### src/cbrf_pkg.sv
`timescale 1ns / 1ps
package cbrf_pkg;

	// number format and search limits
	localparam int FRAC_BITS      = 16;
	localparam int MAX_ITERATIONS = 32;
	localparam int COEF_WIDTH     = 16;
	localparam int POINT_W        = 24;
	localparam int TOL_W          = 24;
	localparam int OUTCOME_W      = 2;
	localparam int STEPS_OUT_W    = 6;
	localparam int STEP_W         = $clog2(MAX_ITERATIONS + 1);

	localparam logic [TOL_W-1:0]  TOL_RESET    = TOL_W'(655);
	localparam logic [STEP_W-1:0] MAX_ITER_CNT = STEP_W'(MAX_ITERATIONS);
	localparam logic [STEPS_OUT_W-1:0] MAX_ITER_OUT = STEPS_OUT_W'(MAX_ITERATIONS);

	// accumulator and split multiplier widths
	localparam int ACC_W    = 64;
	localparam int MAG_W    = ACC_W - 1;
	localparam int LO_W     = 32;
	localparam int HI_W     = MAG_W - LO_W;
	localparam int PPLO_W   = LO_W + POINT_W;
	localparam int PPHI_W   = HI_W + POINT_W;
	localparam int PROD_W   = MAG_W + POINT_W;

	// configuration port
	localparam int CFG_IDX_W  = 3;
	localparam int CFG_DATA_W = (COEF_WIDTH > TOL_W) ? COEF_WIDTH : TOL_W;

	localparam logic [CFG_IDX_W-1:0] REG_COEF_CUBIC    = 3'd0;
	localparam logic [CFG_IDX_W-1:0] REG_COEF_SQUARE   = 3'd1;
	localparam logic [CFG_IDX_W-1:0] REG_COEF_LINEAR   = 3'd2;
	localparam logic [CFG_IDX_W-1:0] REG_COEF_CONSTANT = 3'd3;
	localparam logic [CFG_IDX_W-1:0] REG_TOLERANCE     = 3'd4;

	// result status codes
	localparam logic [OUTCOME_W-1:0] OUT_CONVERGED = 2'd0;
	localparam logic [OUTCOME_W-1:0] OUT_EXACT     = 2'd1;
	localparam logic [OUTCOME_W-1:0] OUT_NO_ROOT   = 2'd2;
	localparam logic [OUTCOME_W-1:0] OUT_LIMIT     = 2'd3;

	// datapath operations
	localparam logic [2:0] OP_NONE  = 3'd0;
	localparam logic [2:0] OP_MAG   = 3'd1;
	localparam logic [2:0] OP_MLO   = 3'd2;
	localparam logic [2:0] OP_MHI   = 3'd3;
	localparam logic [2:0] OP_COMB  = 3'd4;
	localparam logic [2:0] OP_SHIFT = 3'd5;
	localparam logic [2:0] OP_ADD   = 3'd6;
	localparam logic [2:0] OP_INIT  = 3'd7;

	// evaluation point
	localparam logic [1:0] PT_START  = 2'd0;
	localparam logic [1:0] PT_FINISH = 2'd1;
	localparam logic [1:0] PT_MID    = 2'd2;

	// Horner stage coefficient
	localparam logic [1:0] HOR_SQUARE = 2'd0;
	localparam logic [1:0] HOR_LINEAR = 2'd1;
	localparam logic [1:0] HOR_CONST  = 2'd2;

	// root source
	localparam logic [1:0] RS_ZERO   = 2'd0;
	localparam logic [1:0] RS_START  = 2'd1;
	localparam logic [1:0] RS_FINISH = 2'd2;
	localparam logic [1:0] RS_MID    = 2'd3;

	typedef struct packed {
		logic                 load;
		logic [2:0]           op;
		logic [1:0]           pt;
		logic [1:0]           coef;
		logic                 store;
		logic                 mid_en;
		logic                 update;
		logic                 res_load;
		logic [1:0]           res_sel;
		logic [OUTCOME_W-1:0] res_outcome;
		logic [STEP_W-1:0]    steps;
	} cmd_t;

	typedef struct packed {
		logic fs_zero;
		logic ff_zero;
		logic fm_zero;
		logic same_sign;
		logic narrow;
		logic out_free;
	} status_t;

endpackage

### src/cbrf_ctrl.sv
`timescale 1ns / 1ps
module cbrf_ctrl
	import cbrf_pkg::*;
(
	input  logic    clk,
	input  logic    arst_n,
	input  logic    in_valid,
	output logic    in_ready,
	input  status_t st,
	output cmd_t    cmd
);

	localparam logic [3:0] ST_IDLE   = 4'd0;
	localparam logic [3:0] ST_INIT   = 4'd1;
	localparam logic [3:0] ST_EVAL   = 4'd2;
	localparam logic [3:0] ST_STORE  = 4'd3;
	localparam logic [3:0] ST_SIGN   = 4'd4;
	localparam logic [3:0] ST_STEP   = 4'd5;
	localparam logic [3:0] ST_TEST   = 4'd6;
	localparam logic [3:0] ST_UPDATE = 4'd7;
	localparam logic [3:0] ST_CHECK  = 4'd8;
	localparam logic [3:0] ST_DONE   = 4'd9;

	logic [3:0]           state_q, state_d;
	logic [2:0]           op_q, op_d;
	logic [1:0]           hor_q, hor_d;
	logic [1:0]           pt_q, pt_d;
	logic [STEP_W-1:0]    steps_q, steps_d;
	logic [OUTCOME_W-1:0] outcome_q, outcome_d;
	logic [1:0]           rsel_q, rsel_d;

	assign in_ready = (state_q == ST_IDLE);

	always_comb begin
		state_d   = state_q;
		op_d      = op_q;
		hor_d     = hor_q;
		pt_d      = pt_q;
		steps_d   = steps_q;
		outcome_d = outcome_q;
		rsel_d    = rsel_q;

		cmd             = '0;
		cmd.pt          = pt_q;
		cmd.coef        = hor_q;
		cmd.steps       = steps_q;
		cmd.res_sel     = rsel_q;
		cmd.res_outcome = outcome_q;

		unique case (state_q)
			ST_IDLE: begin
				if (in_valid) begin
					cmd.load = 1'b1;
					pt_d     = PT_START;
					steps_d  = '0;
					state_d  = ST_INIT;
				end
			end
			ST_INIT: begin
				cmd.op  = OP_INIT;
				op_d    = OP_MAG;
				hor_d   = HOR_SQUARE;
				state_d = ST_EVAL;
			end
			ST_EVAL: begin
				cmd.op = op_q;
				unique case (op_q)
					OP_MAG:   op_d = OP_MLO;
					OP_MLO:   op_d = OP_MHI;
					OP_MHI:   op_d = OP_COMB;
					OP_COMB:  op_d = OP_SHIFT;
					OP_SHIFT: op_d = OP_ADD;
					OP_ADD: begin
						op_d = OP_MAG;
						if (hor_q == HOR_CONST) begin
							state_d = ST_STORE;
						end else begin
							hor_d = hor_q + 2'd1;
						end
					end
					default: op_d = OP_MAG;
				endcase
			end
			ST_STORE: begin
				cmd.store = 1'b1;
				unique case (pt_q)
					PT_START: begin
						pt_d    = PT_FINISH;
						state_d = ST_INIT;
					end
					PT_FINISH: state_d = ST_SIGN;
					default:   state_d = ST_TEST;
				endcase
			end
			ST_SIGN: begin
				if (st.same_sign) begin
					outcome_d = OUT_NO_ROOT;
					rsel_d    = RS_ZERO;
					state_d   = ST_DONE;
				end else begin
					state_d = ST_STEP;
				end
			end
			ST_STEP: begin
				if (steps_q >= MAX_ITER_CNT) begin
					outcome_d = OUT_LIMIT;
					rsel_d    = RS_MID;
					state_d   = ST_DONE;
				end else begin
					cmd.mid_en = 1'b1;
					steps_d    = steps_q + STEP_W'(1);
					pt_d       = PT_MID;
					state_d    = ST_INIT;
				end
			end
			ST_TEST: begin
				priority if (st.fs_zero) begin
					outcome_d = OUT_EXACT;
					rsel_d    = RS_START;
					state_d   = ST_DONE;
				end else if (st.ff_zero) begin
					outcome_d = OUT_EXACT;
					rsel_d    = RS_FINISH;
					state_d   = ST_DONE;
				end else if (st.fm_zero) begin
					outcome_d = OUT_EXACT;
					rsel_d    = RS_MID;
					state_d   = ST_DONE;
				end else begin
					state_d = ST_UPDATE;
				end
			end
			ST_UPDATE: begin
				cmd.update = 1'b1;
				state_d    = ST_CHECK;
			end
			ST_CHECK: begin
				if (st.narrow) begin
					outcome_d = OUT_CONVERGED;
					rsel_d    = RS_MID;
					state_d   = ST_DONE;
				end else begin
					state_d = ST_STEP;
				end
			end
			ST_DONE: begin
				// wait for the output register to drain
				if (st.out_free) begin
					cmd.res_load = 1'b1;
					state_d      = ST_IDLE;
				end
			end
			default: state_d = ST_IDLE;
		endcase
	end

	always_ff @(posedge clk or negedge arst_n) begin
		if (!arst_n) begin
			state_q   <= ST_IDLE;
			op_q      <= OP_MAG;
			hor_q     <= HOR_SQUARE;
			pt_q      <= PT_START;
			steps_q   <= '0;
			outcome_q <= OUT_CONVERGED;
			rsel_q    <= RS_ZERO;
		end else begin
			state_q   <= state_d;
			op_q      <= op_d;
			hor_q     <= hor_d;
			pt_q      <= pt_d;
			steps_q   <= steps_d;
			outcome_q <= outcome_d;
			rsel_q    <= rsel_d;
		end
	end

endmodule

### src/cbrf_dp.sv
`timescale 1ns / 1ps
module cbrf_dp
	import cbrf_pkg::*;
(
	input  logic                        clk,
	input  logic                        arst_n,
	input  cmd_t                        cmd,
	output status_t                     st,
	input  logic signed [POINT_W-1:0]   interval_start,
	input  logic signed [POINT_W-1:0]   interval_finish,
	output logic                        out_valid,
	input  logic                        out_ready,
	output logic signed [POINT_W-1:0]   root_point,
	output logic [OUTCOME_W-1:0]        outcome,
	output logic [STEPS_OUT_W-1:0]      steps_taken,
	input  logic                        cfg_valid,
	output logic                        cfg_ready,
	input  logic [CFG_IDX_W-1:0]        cfg_index,
	input  logic [CFG_DATA_W-1:0]       cfg_data
);

	localparam logic signed [ACC_W:0] SUM_MAX = {2'b00, {(ACC_W-1){1'b1}}};
	localparam logic signed [ACC_W:0] SUM_MIN = {2'b11, {(ACC_W-2){1'b0}}, 1'b1};
	localparam logic [MAG_W-1:0]      SAT_MAG = {MAG_W{1'b1}};

	function automatic logic signed [ACC_W-1:0] coef_scaled(logic [COEF_WIDTH-1:0] c);
		logic signed [ACC_W-1:0] e;
		e = {{(ACC_W-COEF_WIDTH){c[COEF_WIDTH-1]}}, c};
		return e <<< FRAC_BITS;
	endfunction

	// configuration
	logic [COEF_WIDTH-1:0] coef_cubic_q, coef_square_q, coef_linear_q, coef_constant_q;
	logic [TOL_W-1:0]      tol_q;

	// search state
	logic signed [POINT_W-1:0] s_q, f_q, mid_q;
	logic signed [ACC_W-1:0]   fs_q, ff_q, fm_q;

	// Horner datapath
	logic signed [ACC_W-1:0] acc_q, prod_q;
	logic [POINT_W-1:0]      xmag_q;
	logic                    xneg_q, pneg_q;
	logic [MAG_W-1:0]        amag_q, pmag_q;
	logic [PPLO_W-1:0]       pplo_q;
	logic [PPHI_W-1:0]       pphi_q;

	logic signed [POINT_W-1:0] x_sel;
	logic [POINT_W-1:0]        x_neg;
	logic [ACC_W-1:0]          acc_neg;
	logic [LO_W-1:0]           mul_a;
	logic [PPLO_W-1:0]         mul_p;
	logic [PROD_W-1:0]         full_prod;
	logic [ACC_W-1:0]          pos_ext, neg_ext;
	logic signed [ACC_W-1:0]   shift_d;
	logic [COEF_WIDTH-1:0]     k_sel;
	logic signed [ACC_W-1:0]   k_scaled;
	logic signed [ACC_W:0]     sum_wide;
	logic signed [ACC_W-1:0]   add_d;
	logic signed [POINT_W:0]   pt_sum, width;
	logic signed [POINT_W-1:0] mid_d;
	logic signed [POINT_W-1:0] root_d;
	logic [STEPS_OUT_W+STEP_W-1:0] steps_ext;
	logic                      out_valid_q;
	logic                      fs_fm_differ;

	assign cfg_ready = 1'b1;

	always_ff @(posedge clk or negedge arst_n) begin
		if (!arst_n) begin
			coef_cubic_q    <= '0;
			coef_square_q   <= '0;
			coef_linear_q   <= '0;
			coef_constant_q <= '0;
			tol_q           <= TOL_RESET;
		end else if (cfg_valid) begin
			unique case (cfg_index)
				REG_COEF_CUBIC:    coef_cubic_q    <= cfg_data[COEF_WIDTH-1:0];
				REG_COEF_SQUARE:   coef_square_q   <= cfg_data[COEF_WIDTH-1:0];
				REG_COEF_LINEAR:   coef_linear_q   <= cfg_data[COEF_WIDTH-1:0];
				REG_COEF_CONSTANT: coef_constant_q <= cfg_data[COEF_WIDTH-1:0];
				REG_TOLERANCE:     tol_q           <= cfg_data[TOL_W-1:0];
				default: ;
			endcase
		end
	end

	always_comb begin
		unique case (cmd.pt)
			PT_START:  x_sel = s_q;
			PT_FINISH: x_sel = f_q;
			default:   x_sel = mid_q;
		endcase
	end
	assign x_neg   = ~x_sel + POINT_W'(1);
	assign acc_neg = ~acc_q + ACC_W'(1);

	// one multiplier, low half of the magnitude first, then the high half
	assign mul_a = (cmd.op == OP_MHI) ? {{(LO_W-HI_W){1'b0}}, amag_q[MAG_W-1:LO_W]}
	                                  : amag_q[LO_W-1:0];
	assign mul_p = mul_a * xmag_q;

	assign full_prod = {pphi_q, {LO_W{1'b0}}} + {{(PROD_W-PPLO_W){1'b0}}, pplo_q};

	// floor of a negative product: shift the negated magnitude arithmetically
	assign pos_ext = {1'b0, pmag_q};
	assign neg_ext = ~pos_ext + ACC_W'(1);
	assign shift_d = pneg_q ? ($signed(neg_ext) >>> FRAC_BITS)
	                        : $signed(pos_ext >> FRAC_BITS);

	always_comb begin
		unique case (cmd.coef)
			HOR_SQUARE: k_sel = coef_square_q;
			HOR_LINEAR: k_sel = coef_linear_q;
			default:    k_sel = coef_constant_q;
		endcase
	end
	assign k_scaled = coef_scaled(k_sel);
	assign sum_wide = {prod_q[ACC_W-1], prod_q} + {k_scaled[ACC_W-1], k_scaled};

	always_comb begin
		priority if (sum_wide > SUM_MAX) begin
			add_d = SUM_MAX[ACC_W-1:0];
		end else if (sum_wide < SUM_MIN) begin
			add_d = SUM_MIN[ACC_W-1:0];
		end else begin
			add_d = sum_wide[ACC_W-1:0];
		end
	end

	always_ff @(posedge clk) begin
		unique case (cmd.op)
			OP_INIT: begin
				acc_q  <= coef_scaled(coef_cubic_q);
				xneg_q <= x_sel[POINT_W-1];
				xmag_q <= x_sel[POINT_W-1] ? x_neg : x_sel;
			end
			OP_MAG: begin
				amag_q <= acc_q[ACC_W-1] ? acc_neg[MAG_W-1:0] : acc_q[MAG_W-1:0];
				pneg_q <= acc_q[ACC_W-1] ^ xneg_q;
			end
			OP_MLO:   pplo_q <= mul_p;
			OP_MHI:   pphi_q <= mul_p[PPHI_W-1:0];
			OP_COMB:  pmag_q <= (|full_prod[PROD_W-1:MAG_W]) ? SAT_MAG : full_prod[MAG_W-1:0];
			OP_SHIFT: prod_q <= shift_d;
			OP_ADD:   acc_q  <= add_d;
			default: ;
		endcase
	end

	assign pt_sum = {s_q[POINT_W-1], s_q} + {f_q[POINT_W-1], f_q};
	assign mid_d  = pt_sum[POINT_W:1];
	assign width  = {f_q[POINT_W-1], f_q} - {s_q[POINT_W-1], s_q};
	assign fs_fm_differ = fs_q[ACC_W-1] != fm_q[ACC_W-1];

	always_ff @(posedge clk) begin
		if (cmd.load) begin
			s_q <= interval_start;
			f_q <= interval_finish;
		end
		if (cmd.mid_en) begin
			mid_q <= mid_d;
		end
		if (cmd.store) begin
			unique case (cmd.pt)
				PT_START:  fs_q <= acc_q;
				PT_FINISH: ff_q <= acc_q;
				default:   fm_q <= acc_q;
			endcase
		end
		// keep the half whose ends differ in sign
		if (cmd.update) begin
			if (fs_fm_differ) begin
				f_q  <= mid_q;
				ff_q <= fm_q;
			end else begin
				s_q  <= mid_q;
				fs_q <= fm_q;
			end
		end
	end

	assign st.fs_zero   = (fs_q == '0);
	assign st.ff_zero   = (ff_q == '0);
	assign st.fm_zero   = (fm_q == '0);
	assign st.same_sign = (fs_q != '0) && (ff_q != '0) && (fs_q[ACC_W-1] == ff_q[ACC_W-1]);
	assign st.narrow    = $signed({width[POINT_W], width}) < $signed({2'b00, tol_q});
	assign st.out_free  = !out_valid_q || out_ready;

	always_comb begin
		unique case (cmd.res_sel)
			RS_ZERO:   root_d = '0;
			RS_START:  root_d = s_q;
			RS_FINISH: root_d = f_q;
			default:   root_d = mid_q;
		endcase
	end
	assign steps_ext = {{STEPS_OUT_W{1'b0}}, cmd.steps};

	always_ff @(posedge clk or negedge arst_n) begin
		if (!arst_n) begin
			out_valid_q <= 1'b0;
		end else if (cmd.res_load) begin
			out_valid_q <= 1'b1;
		end else if (out_ready) begin
			out_valid_q <= 1'b0;
		end
	end

	always_ff @(posedge clk) begin
		if (cmd.res_load) begin
			root_point  <= root_d;
			outcome     <= cmd.res_outcome;
			steps_taken <= steps_ext[STEPS_OUT_W-1:0];
		end
	end

	assign out_valid = out_valid_q;

endmodule

### src/cubic_bisection_root_finder.sv
`timescale 1ns / 1ps
// A search evaluates both ends, then one midpoint per step; it stops on convergence, on an exact zero,
// at the 32-step limit, or with no root when the two ends show no sign change.
// One item is searched at a time, the next taken in the cycle after the result is loaded;
// a cubic is evaluated in three Horner stages, each on one shared 32x24 multiplier
// used twice. A new item is taken while the previous result waits in the output register.
// Reset (arst_n low, asynchronous) clears control, coefficients to 0, tolerance to 655.
module cubic_bisection_root_finder
	import cbrf_pkg::*;
(
	input  logic                      clk,
	input  logic                      arst_n,
	input  logic                      in_valid,
	output logic                      in_ready,
	input  logic signed [POINT_W-1:0] interval_start,
	input  logic signed [POINT_W-1:0] interval_finish,
	output logic                      out_valid,
	input  logic                      out_ready,
	output logic signed [POINT_W-1:0] root_point,
	output logic [OUTCOME_W-1:0]      outcome,
	output logic [STEPS_OUT_W-1:0]    steps_taken,
	input  logic                      cfg_valid,
	output logic                      cfg_ready,
	input  logic [CFG_IDX_W-1:0]      cfg_index,
	input  logic [CFG_DATA_W-1:0]     cfg_data
);

	cmd_t    cmd;
	status_t st;

	cbrf_ctrl u_ctrl (
		.clk      (clk),
		.arst_n   (arst_n),
		.in_valid (in_valid),
		.in_ready (in_ready),
		.st       (st),
		.cmd      (cmd)
	);

	cbrf_dp u_dp (
		.clk             (clk),
		.arst_n          (arst_n),
		.cmd             (cmd),
		.st              (st),
		.interval_start  (interval_start),
		.interval_finish (interval_finish),
		.out_valid       (out_valid),
		.out_ready       (out_ready),
		.root_point      (root_point),
		.outcome         (outcome),
		.steps_taken     (steps_taken),
		.cfg_valid       (cfg_valid),
		.cfg_ready       (cfg_ready),
		.cfg_index       (cfg_index),
		.cfg_data        (cfg_data)
	);

endmodule

### config.mk
export PLATFORM = sky130hd
export DESIGN_NAME = cubic_bisection_root_finder
export DESIGN_NICKNAME = d
export VERILOG_FILES = /design/src/cbrf_pkg.sv /design/src/cbrf_ctrl.sv /design/src/cbrf_dp.sv /design/src/cubic_bisection_root_finder.sv
export SDC_FILE = /design/constraint.sdc
export NUM_CORES = 2
export LEC_CHECK = 0
export ABC_AREA = 1
export BUFFER_PORTS_ARGS = -buffer_cell sky130_fd_sc_hd__buf_2
export CORE_UTILIZATION = 45
export CTS_CLUSTER_DIAMETER = 100
export DETAILED_ROUTE_END_ITERATION = 16
export MAX_ROUTING_LAYER = met4
export PLACE_DENSITY = 0.72
export SYNTH_ARGS = -nofsm -noshare
export SYNTH_HDL_FRONTEND = slang
export SYNTH_HIERARCHICAL = 1
export SYNTH_SLANG_ARGS = --single-unit
### constraint.sdc
create_clock -name clk -period 28.3 [get_ports clk]
set_input_delay 5.66 -clock clk [delete_from_list [all_inputs] [get_ports clk]]
set_output_delay 5.66 -clock clk [all_outputs]
set_load 0.02 [all_outputs]
==> flow_metrics.py <==
metrics = {
    "setup_path": {
        "crit_family": "adder cells",
        "critPathArrivalTime_ns": 11.99,
        "crit_path_frequent_cell": "fa_1",
        "path_max_fanout": 87,
        "cp.buffers_inverters": 7,
        "worstSetupPathType": "flip-flop to flip-flop",
        "startpoint_type": "flip-flop",
        "cpMaxStageDelayCell": "o21ai_1",
        "worstPathRequired_ns": 28.73,
        "end_kind": "flip-flop",
        "slowest_delay_ns": 0.90,
    },
    "worst_hold_path": {
        "hp-class": "flip-flop to flip-flop",
    },
    "global_route": {
        "grt_overflow_total": 0,
        "antenna_found_initial": 6,
        "grt_max_degree": 97,
        "grt_pass1_wl_um": 312000,
        "grt_pass1_vias": 51666,
        "grt_use_total": 0.295,
    },
    "place": {
        "dp_hpwl_um": 161000,
        "dpl_cell_area_sq_mm": 0.0665,
        "port_buffers": 113,
        "finalWeightedCongestion": 1.02,
    },
    "detailed_routing": {
        "vias": 52745,
        "dr.pass1.iters": 7,
        "wire_per_inst_um": 21.4,
        "detail-route-antenna-nets": 0,
        "via_per_inst": 5.53,
        "wl_um": 204000,
        "drtIter0Drc": 6518,
        "drc": 0,
    },
    "cells_and_area": {
        "nFillCells": 13286,
        "drive_above_1_share": 0.0550,
        "design_area_sq_mm": 0.0689,
        "nets": 8636,
        "fin_util": 0.487,
        "areaGrowthSynthToFinish_pct": 7.65,
    },
    "floorplan": {
        "boundaryPins": 115,
        "die_y_um": 379,
        "die_w_um": 379,
        "die-area_sq_mm": 0.144,
        "core-area_sq_mm": 0.141,
        "rows": 138,
        "start_util": 0.453,
    },
    "clocking": {
        "clk_path_buf_depth": 3,
        "root_buffer": "clkbuf_16",
        "clk_pin_slew_ns": 0.06,
        "cts_made_buffers": 76,
        "ctsHoldBuffers": 0,
        "clk_latency_ns": 0.67,
        "ctsResizeCount": 0,
        "postCtsSetupRepairBufs": 0,
        "htreeDepth": 3,
        "cts_tree": "done",
        "clkSinkCount": 753,
    },
    "yosys": {
        "yosys.area_share.simple": 0.182,
        "seq_area_frac_synth": 0.317,
        "synth_area_leader_cell": "edfxtp_1",
        "synth.most_common_cell": "inv_1",
        "synthXorXnorAreaFrac": 0.0352,
        "synth_area_sq_mm": 0.0640,
        "netlist_instances": 7583,
        "synthArstFlopShare": 0.146,
        "synth_area_leaders": "edfxtp_1 (22%), fa_1 (21%), inv_1 (8.4%), nand2_1 (8.1%), ha_1 (6.1%)",
        "ys.flop_type": "edfxtp_1",
        "synth_commonest_cells": "inv_1 (1,438), nand2_1 (1,376), nor2_1 (915)",
        "synth_compound_area_frac": 0.0907,
        "postSynthAreaPerCell_sq_um": 8.44,
        "synth_fa_ha_area_frac": 0.268,
        "synthMuxAreaShare": 0.00203,
        "synth.net_count": 8639,
        "yosysUniqueCellTypes": 60,
        "ys_ff_latch": 753,
        "ys.warnings.count": 6,
        "synth_top_family_by_area": "adder cells",
        "synth-edff-count": 467,
        "synth_top_area_frac": 0.219,
    },
    "timing": {
        "fin_crit_sh": 0.409,
        "maxSlewViolCount": 0,
        "fin_skew_ns": 0.0339,
        "period_needed_ns": 11.56,
        "slew_headroom": 0.142,
        "setup_viol": 0,
        "hold_violations": 0,
        "worstMarginPinSlew_ns": 1.27,
        "clock.fmax_ghz": 0.0865,
        "rsz0062_at_grt": "no",
        "fin_tns_setup_ns": 0,
        "whs_ns": 0.455,
    },
    "outcome": {
        "outcome": "finished, final reports clean",
    },
    "run": {
        "maxCapViolations": 0,
    },
}
## final timing paths
kind                                         end  slack (ns)                 from  cells after the start
min in group asynchronous         u_dp/tol_q[21]        4.93               arst_n                      1
max reg2reg                      u_dp/pphi_q[49]       16.74    u_ctrl/state_q[2]                     30
min reg2reg                      u_dp/outcome[1]        0.46  u_ctrl/outcome_q[1]                      0
max in group asynchronous  u_dp/coef_linear_q[9]       21.94               arst_n                      2
min                              u_dp/outcome[1]        0.46  u_ctrl/outcome_q[1]                      0
max                              u_dp/pphi_q[49]       16.74    u_ctrl/state_q[2]                     30
## logic make-up after synthesis
| logic type | after synthesis |
|---|---|
| AO/OA/AOI/OAI | 1036 |
| XOR/XNOR | 257 |
| adder cells (fa/ha/maj) | 976 |
| buffers and inverters | 1743 |
| flip-flops | 753 |
| multiplexers | 13 |
| other | 1 |
| AND/OR/NAND/NOR | 2804 |
## flip-flops by register name (all words and copies together) (netlist names), 4 cells and up
name	flops
u_dp/xmag_q	24
u_dp/steps_taken	6
u_ctrl/state_q	4
u_dp/acc_q	50
u_dp/coef_linear_q	16
u_dp/f_q	24
u_dp/pphi_q	55
u_dp/fm_q	50
u_ctrl/steps_q	6
u_dp/amag_q	63
u_dp/mid_q	24
u_dp/coef_cubic_q	16
u_dp/pplo_q	56
u_dp/fs_q	64
u_dp/prod_q	48
u_dp/ff_q	64
u_dp/pmag_q	63
u_dp/coef_constant_q	16
u_dp/root_point	24
u_dp/tol_q	24
u_dp/s_q	24
u_dp/coef_square_q	16
## routing by layer
layer / wire [um] / vias to the layer above / track usage
li1: - / 23921 / -
met1: 84300 / 25562 / 0.405
met2: 88200 / 2800 / 0.426
met3: 24500 / 462 / 0.0766
met4: 7110 / 0 / 0.0905
met5: 0 / - / -
## worst reg2reg max path, delay by kind of cell, from the launching register on
family	cells	cell delay, ns
and+or+nand+nor	11	2.91
DFF	1	0.42
AOI/OAI and AO/OA	3	1.72
adders and majority gates	8	4.09
buffers and inverters	7	1.83
xor gates and xnor gates	1	0.38
## metrics by stage
| step | worst slack [ns] | instances |
|---|---|---|
| floorplan | 18.70 | 7583 |
| global placement | 17.10 | 9392 |
| detailed placement | 17.02 | 9392 |
| CTS | 16.94 | 9532 |
| global route | 16.19 | 9540 |
| finish | 16.74 | 9541 |
## area by class of cell
class | count | area (sq um) | area share
clock inverters | 35 | 315 | 0.00457
well taps | 1890 | 2360 | 0.0343
flip-flops and latches | 753 | 20300 | 0.295
multi-input cells | 5087 | 37100 | 0.538
diodes | 9 | 22.5 | 0.000327
clock buffers | 105 | 2090 | 0.0304
repair buffers | 207 | 1270 | 0.0185
inverters | 1455 | 5460 | 0.0792
## cells in the final DEF, fill, tap and decap left out, types with 114 or more instances in the layout
master / n
nand4_1: 114
nand3_1: 156
edfxtp_1: 467
nand2_1: 1376
nor2_1: 909
dfxtp_1: 176
inv_1: 1433
fa_1: 662
a21oi_1: 251
xor2_1: 173
o21ai_0: 467
ha_1: 314
Power is left out: the tool's default activity adds up to more than one toggle a clock period on the data nets, which glitch-free logic cannot reach.
